$ cat src/hdl/ufew_pkg.sv
// ----------------------------------------------------------------------------
// ufew_pkg
// Shared types and constants for the union-find edge widening core.
// ----------------------------------------------------------------------------
package ufew_pkg;

  localparam int unsigned SPEED_W   = 32;
  localparam int unsigned COUNT_W   = 16;
  localparam int unsigned RANK_W    = 4;
  localparam int unsigned VTX_IN_W  = 10;
  localparam int unsigned VCNT_W    = 11;
  localparam int unsigned CFG_IDX_W = 2;

  localparam logic [RANK_W-1:0] RANK_MAX = 4'd15;

  // configuration register indexes
  localparam logic [CFG_IDX_W-1:0] CFG_SPEED_LIMIT  = 2'd0;
  localparam logic [CFG_IDX_W-1:0] CFG_VERTEX_COUNT = 2'd1;

  // operations of the shared arithmetic unit
  typedef enum logic [1:0] {
    ALU_EQ,     // flag = a == b
    ALU_LT,     // flag = a < b
    ALU_WIDEN,  // res  = sat(a * 1.5)
    ALU_INC     // res  = 16-bit saturating a + 1
  } alu_op_e;

  typedef struct packed {
    alu_op_e            op;
    logic [SPEED_W-1:0] a;
    logic [SPEED_W-1:0] b;
  } alu_req_t;

  typedef struct packed {
    logic [SPEED_W-1:0] res;
    logic               flag;
  } alu_rsp_t;

endpackage

$ cat src/hdl/ufew_alu.sv
// ----------------------------------------------------------------------------
// ufew_alu
// Shared compare / widen / increment unit, one operation per cycle.
// ----------------------------------------------------------------------------
module ufew_alu (
  input  ufew_pkg::alu_req_t req_i,
  output ufew_pkg::alu_rsp_t rsp_o
);
  import ufew_pkg::*;

  logic [SPEED_W:0]   wide_sum;
  logic [COUNT_W-1:0] cnt;

  // floor(3a/2) = a + floor(a/2)
  assign wide_sum = {1'b0, req_i.a} + {2'b00, req_i.a[SPEED_W-1:1]};
  assign cnt      = req_i.a[COUNT_W-1:0];

  always_comb begin
    rsp_o = '0;
    unique case (req_i.op)
      ALU_EQ: begin
        rsp_o.flag = (req_i.a == req_i.b);
      end
      ALU_LT: begin
        rsp_o.flag = (req_i.a < req_i.b);
      end
      ALU_WIDEN: begin
        rsp_o.res = wide_sum[SPEED_W] ? '1 : wide_sum[SPEED_W-1:0];
      end
      ALU_INC: begin
        rsp_o.res = {{(SPEED_W-COUNT_W){1'b0}},
                     ((cnt == '1) ? cnt : cnt + 1'b1)};
      end
      default: begin
        rsp_o = '0;
      end
    endcase
  end

endmodule

$ cat config.mk
export PLATFORM = sky130hd
export DESIGN_NAME = ufew_alu
export DESIGN_NICKNAME = d
export VERILOG_FILES = /design/src/hdl/ufew_pkg.sv /design/src/hdl/ufew_alu.sv
export SDC_FILE = /design/constraint.sdc
export NUM_CORES = 1
export LEC_CHECK = 0
export ABC_AREA = 1
export BUFFER_PORTS_ARGS = -buffer_cell sky130_fd_sc_hd__buf_2
export CORE_MARGIN = 1.5
export CORE_UTILIZATION = 40
export DETAILED_ROUTE_END_ITERATION = 12
export GPL_TIMING_DRIVEN = 0
export MAX_ROUTING_LAYER = met4
export SYNTH_ARGS = -nofsm -noshare
export SYNTH_HDL_FRONTEND = slang
export SYNTH_SLANG_ARGS = --single-unit
$ cat constraint.sdc
create_clock -name vclk -period 4.7
set_input_delay 0.235 -clock vclk [all_inputs]
set_output_delay 0.235 -clock vclk [all_outputs]
set_load 0.01 [all_outputs]
## Yosys cells after proc, flatten, opt, wreduce, memory -nomap -nowiden

Cells that the tools add are included.

- Eq/ne operators: 5
- Muxes and demuxes: 4
- $lt $le $gt $ge: 1
- $add $sub $neg: 2
- Reduce and logical (&&, ||, !) cells: 1

Operator list:

| kind | number |
|---|---|
| $pmux W32 S2 | 1 |
| $add A32 B31 Y33 | 1 |
| $eq A32 B32 Y1 | 1 |
| $lt A32 B32 Y1 | 1 |
| $mux W32 | 1 |
| $add A16 B1 Y16 const B | 1 |
| $eq A16 B16 Y1 const B | 1 |
| $mux W16 | 1 |
| $eq A2 B2 Y1 const B | 2 |
| $eq A2 B1 Y1 const B | 1 |
| $logic_not A2 Y1 | 1 |
| $pmux W1 S2 | 1 |

- Input port bits: 66
- Flip-flop bits (word level): 0
- Output and inout bits: 33

## Depth between registers and ports, before layout

Gate-level depths: netlist of the first run.

- Depth in word-level cells: 3
- Gate-level depth with buffers: 15
- Gate-level depth less buffers: 15

## Least setup slack after synthesis of the first run

OpenSTA, ideal clock, no wires.

- Kind: input port to output port
- Start: input req_i[32] in the netlist's numbering
- End: output rsp_o[17] in the netlist's numbering
- Setup slack: 2610 ps
- Required time: 4465 ps
- Path buffers: 1
- Data arrival time: 1855 ps
- Stages on the path: 13
- Path through: ha_1 > inv_1 > fa_1 > inv_1 > nand2_1 > nand2_1 > nand3_2 > nand2_2 > nand2_1 > nand2_2 > a21oi_4 > buf_6 > a21oi_1

RTL lines:

| what | line | text |
|---|---|---|
| start: declaration | ufew_alu.sv:6 | `input ufew_pkg::alu_req_t req_i,` |
| end: declaration | ufew_alu.sv:7 | `output ufew_pkg::alu_rsp_t rsp_o` |

==> impl_metrics.toml, run 1 <==
[clock_network]
post_cts_resized = 0
post_cts_buffers = 0
hold_buffers = 0

[global_routing]
grt-ovfl-total = 0
grt_usage_pct = 22.3
grt_first_pass_wirelength_mm = 19.9
antenna_found_initial = 0
grt_max_degree = 11
grt_pass1_vias = 4241

[final_layout]
drive_gt1_share_pct = 14.0
design_area_mm2 = 0.00477
diodes = 0
regArea_um2 = 0
seq_cell_count = 0
utilization_pct = 48.4
area_delta_synth_final_pct = 16.1
clkbuf_count = 0
final-instance-count-excl-fill = 1052
nets = 1052

[placement]
hpwl_mm = 10.8
gp_congestion = 0.900
place_area_mm2 = 0.00477
port_buffers = 99
placed_cells = 1052

[worst_setup_path]
crit_required_ns = 4.47
worstSetupStartpoint = "req_i[33]"
path_class = "input pin to output port"
worstPathArrival_ns = 2.42
startpoint_type = "input pin"
path_max_fanout = 10
end_kind = "output port"
cp-endpoint = "rsp_o[22]"

[sta]
fin_crit_ns = 2.65
setup_viol = 0
finalSetupTns_ns = 0
final_max_slew_viol_count = 0
rsz0062_at_grt = "no"
fmax_ghz = 0.377
tightest_slew_ns = 0.618
period_share_pct = 56.5
relSlewSlack_pct = 58.4
finalHoldViolCount = 0

[routing]
drc_errors = 0
drt-vias-per-instance = 4.56
initialDrtViolationCount = 224
vias = 4802
wl_per_cell_um = 11.5
wl_mm = 12.1
firstDrtPassIters = 4
postRouteAntennaNets = 0

[power_and_ir_drop]
power.leakage_nw = 3.20
ir_worst_vdd_uv = 42.0
powerDensity_mw_per_mm2 = 110

[yosys]
yosysSeqAreaShare_pct = 0
yosysTopAreaCell = "nand2_1"
synth_top_area_share_pct = 27.9
syn_area_mm2 = 0.00411
syn_nets = 951
ys_warn_count = 0
synth.avg_cell_area_um2 = 5.01
ys_types = 34
synthCells = 820
yosys-top-cells-area = "nand2_1 28%, ha_1 19%, inv_1 17%"

[hold_path]
hold_path_class = "input pin to output port"

[floorplanning]
chipWidth_um = 104
coreArea_mm2 = 0.00986
placementRows = 36
fp.dieArea_mm2 = 0.0109
start_util_pct = 41.7
ios = 99
die_h_um = 104

[run]
maxCapViolCount = 0

[status]
status = "finished clean"
-- worst min-delay path by stage --
stage          startpoint   endpoint  slack (ns)  cells past startpoint
2_1_floorplan   req_i[45]  rsp_o[14]        0.63                      2
3_3_place_gp    req_i[64]   rsp_o[0]        0.87                      5
3_5_place_dp    req_i[45]  rsp_o[14]        0.87                      4
4_1_cts         req_i[45]  rsp_o[14]        0.87                      4
5_1_grt         req_i[64]   rsp_o[0]        0.92                      5
6_report        req_i[45]  rsp_o[14]        0.86                      4
-- report_power, final --
part / total, W / switching [W] / leakage (nW) / internal [W]
Sequential: 0 / 0 / 0 / 0
Combinational: 0.000524 / 0.000329 / 3.20 / 0.000195
Clock: 0 / 0 / 0 / 0
Total: 0.000524 / 0.000329 / 3.20 / 0.000195
-- routing by layer --
metal	up-vias	share of wire [%]	track usage [%]
li1	2701	-	-
met1	2015	51	30.5
met2	81	45	38.5
met3	5	3.0	0.376
met4	0	0.52	1.29
met5	-	0	-
-- through the flow --
| stage | hold slack [ns] | power, W | setup slack (ns) |
|---|---|---|---|
| 4_1_cts | 0.867 | 0.000526 | 2.03 |
| 5_1_grt | 0.915 | 0.000599 | 1.82 |
| 6_report | 0.860 | 0.000524 | 2.05 |
| 2_1_floorplan | 0.633 | 0.000365 | 2.61 |
| 3_5_place_dp | 0.868 | 0.000523 | 2.03 |
| 3_3_place_gp | 0.871 | 0.000523 | 2.02 |
-- synth_stat cells, drive strengths merged --
master and instances:
a21oi 41, and2 6, and3 1, buf 4, clkinv 1, fa 1
ha 64, inv 188, nand2 313, nand3 46, nand3b 2, nand4 6
nor2 78, nor3 10, nor3b 2, nor4 2, o21a 1, o21ai 30
o21bai 4, o31ai 1, or2 1, xnor2 9, xor2 9
-- cells in the final DEF (no fill, tap or decap), types with 5 or more instances in the layout --
cell and n:
xor2_1 9, ha_1 64, nand2_2 8, nand2_1 305
nor2_1 75, buf_2 99, nand3_1 37, and2_1 5
xnor2_1 9, nor3_1 8, a21oi_1 39, nand4_1 6
nand3_2 9, inv_1 186, o21ai_0 28
-- worst max-delay path, stage by stage --
cell and delay, ns:
buf_2 0.14, ha_1 0.27, inv_1 0.10, fa_1 0.41
inv_1 0.12, nand2_1 0.06, nand2_1 0.08, nand3_2 0.06
nand2_2 0.11, nand2_1 0.08, nand2_2 0.12, a21oi_4 0.09
buf_6 0.16, nand2_1 0.06, nor2_1 0.04, nor2_1 0.12
buf_2 0.16
-- area by class of cell --
type,instances,area [um^2]
plain buffers,4,37.5
multi-input cells,627,3360
fillers,1183,5090
well taps,133,166
inverters,189,709
repair buffers,99,495
-- logic make-up after synthesis --
logic type      Yosys count  share of synthesized area, %
simple gates            467                          47.9
buf+inv                 193                          18.2
compound gates           77                          10.1
fa+ha+maj                65                          20.0
xor+xnor                 18                          3.84
(Power assumes the default switching activity.)
==> inputs of run 2 (changes only) <==
--- a/config.mk
+++ b/config.mk
@@ -5,7 +5,7 @@
 export SDC_FILE = /design/constraint.sdc
 export NUM_CORES = 1
 export LEC_CHECK = 0
-export ABC_AREA = 1
+export ABC_AREA = 0
 export BUFFER_PORTS_ARGS = -buffer_cell sky130_fd_sc_hd__buf_2
 export CORE_MARGIN = 1.5
 export CORE_UTILIZATION = 40
==> constraint.sdc (replaced) <==
create_clock -name vclk -period 2.5
set_input_delay 0.125 -clock vclk [all_inputs]
set_output_delay 0.125 -clock vclk [all_outputs]
set_load 0.01 [all_outputs]
==> impl_metrics.toml, run 2 <==
[worst_setup_path]
path_class = "input pin to output port"
startpoint_type = "input pin"
cp_top_family = "simple AND/OR/NAND/NOR gates"
cpPeakStageDelay_ns = 0.49
path_cells = "buf_4, ha_4, buf_6, nand4_1, or4_4, buf_6, and4_4, nand4_1, nor2_1, nand2_1, xor2_1, a221oi_4, buf_2"
end_kind = "output port"
cp.depth = 13
critPathSlowestCell = "or4_4"
worstPathArrival_ns = 2.50
crit_required_ns = 2.38
path_buf_inv = 4
path_max_fanout = 9

[floorplanning]
fp.dieArea_mm2 = 0.00859
ios = 99
coreArea_mm2 = 0.00777
placementRows = 32
chipWidth_um = 92.7
start_util_pct = 41.4
die_h_um = 92.7

[yosys]
yosysTopAreaCell = "ha_1"
syn_area_mm2 = 0.00322
synth_top_area_share_pct = 24.9
synth_common_cells = "64 x ha_1, 58 x a21oi_1, 47 x inv_1, 40 x nand2_1, 30 x nor2_1"
yosys.cell_count.top_type = "ha_1"
yosysSeqAreaShare_pct = 0
syn_nets = 605
ys_warn_count = 0
synth.avg_cell_area_um2 = 6.78
synthCells = 474
ys_types = 61
yosys-top-cells-area = "ha_1 25%, a21oi_1 9.0%, inv_1 5.5%"

[routing]
wl_per_cell_um = 16.1
postRouteAntennaNets = 0
firstDrtPassIters = 5
initialDrtViolationCount = 217
drt-vias-per-instance = 5.81
vias = 4071
drc_errors = 0
wl_mm = 11.3

[sta]
period_share_pct = 105
fin_crit_ns = 2.62
fmax_ghz = 0.381
rsz0062_at_grt = "yes"
tightest_slew_ns = 0.777
setup_viol = 4
final_max_slew_viol_count = 0
relSlewSlack_pct = 48.2
final.setup.worst_slack_ns = -0.122
finalSetupTns_ns = -0.218
finalHoldViolCount = 0

[hold_path]
hold_path_class = "input pin to output port"
hold_depth = 4
min_to = "rsp_o[32]"
min_from = "req_i[63]"

[run]
maxCapViolCount = 0

[final_layout]
diodes = 0
area_delta_synth_final_pct = 49.0
regArea_um2 = 0
multiInputGateArea_mm2 = 0.00353
nFillCells = 742
clkbuf_count = 0
utilization_pct = 61.7
nets = 732
design_area_mm2 = 0.00479
final_common_cell = "buf_2"
drive_gt1_share_pct = 36.7
seq_cell_count = 0
layout_common_cells = "86 x buf_2, 48 x a21oi_1, 46 x inv_1"

[power_and_ir_drop]
swShare_pct = 53.4
powerDensity_mw_per_mm2 = 242
p_comb_share_pct = 100.0
ir_worst_vdd_uv = 123
power_frac_clock_pct = 0
pwr-share-seq_pct = 0
p_total_w = 0.00116
p_switching_w = 0.000618
intPower_w = 0.000540
power.leakage_nw = 2.26

[status]
failed_checks = "setup timing"
status = "finished, violations left"

[global_routing]
grt_usage_pct = 24.6
grt-ovfl-total = 0
grt_pass1_vias = 3654
grt_first_pass_wirelength_mm = 17.0
antenna_found_initial = 0
grt_max_degree = 11

[placement]
dp_slack_ns = -0.618
hpwl_mm = 8.50
gp_congestion = 0.906
place_area_mm2 = 0.00383
port_buffers = 98

[clock_network]
hold_buffers = 0
## run 2: cell count changes after synthesis, moves of 12 or more
cell and change:
a21o_1 +23, a21oi_1 +19, a221oi_1 +12, inv_1 -139, nand2_1 -265, nand3_1 -22, nor2_1 -45
## run 2: repair_timing
item / in CTS / in global routing
endpoints found under the setup margin: 32 / 33
gates cloned: 1 / 1
gates resized for setup: 59 / 93
pin swaps: 24 / 34
buffers inserted: 15 / 15
## run 2: power by group through the flow
stage               clock network [W]  logic (W)  registers [W]
floorplan                           0   0.000599              0
global placement                    0   0.000858              0
detailed placement                  0   0.000864              0
CTS                                 0   0.000984              0
global route                        0    0.00126              0
finish                              0    0.00116              0
## run 2: kinds of logic after synthesis
kind of cell,share of synthesized area [%]
and+or+nand+nor,23.2
buffers and inverters,8.52
AOI/OAI and AO/OA,33.0
xor gates and xnor gates,9.53
muxes,0.311
adders and majority gates,25.5
## run 2: cell type report
| class | count | area share (%) |
|---|---|---|
| multi-input cells | 409 | 73.7 |
| repair buffers | 130 | 17.8 |
| inverters | 47 | 3.68 |
| well taps | 102 | 2.66 |
| plain buffers | 13 | 2.12 |
## run 2: worst max path at each step
stage / end / slack (ns) / from
after detailed placement: rsp_o[23] / -0.62 / req_i[32]
after global placement: rsp_o[23] / -0.60 / req_i[32]
final: rsp_o[16] / -0.12 / req_i[40]
after CTS: rsp_o[8] / 0.0008 / req_i[53]
after global routing: rsp_o[16] / -0.13 / req_i[40]
after floorplan: rsp_o[23] / 0.03 / req_i[32]
## run 2: stage by stage
| step | hold WS (ns) | cells |
|---|---|---|
| final | 0.654 | 701 |
| after global routing | 0.689 | 701 |
| after CTS | 0.643 | 690 |
| after detailed placement | 0.642 | 674 |
| after global placement | 0.644 | 674 |
| after floorplan | 0.341 | 474 |
## run 2: per-layer routing
layer | routed length (um) | track usage [%] | up-vias
met5 | 0 | - | -
met4 | 177 | 2.65 | 0
met3 | 511 | 0.246 | 20
met2 | 5150 | 39.9 | 144
met1 | 5440 | 35.4 | 1901
li1 | - | - | 2006
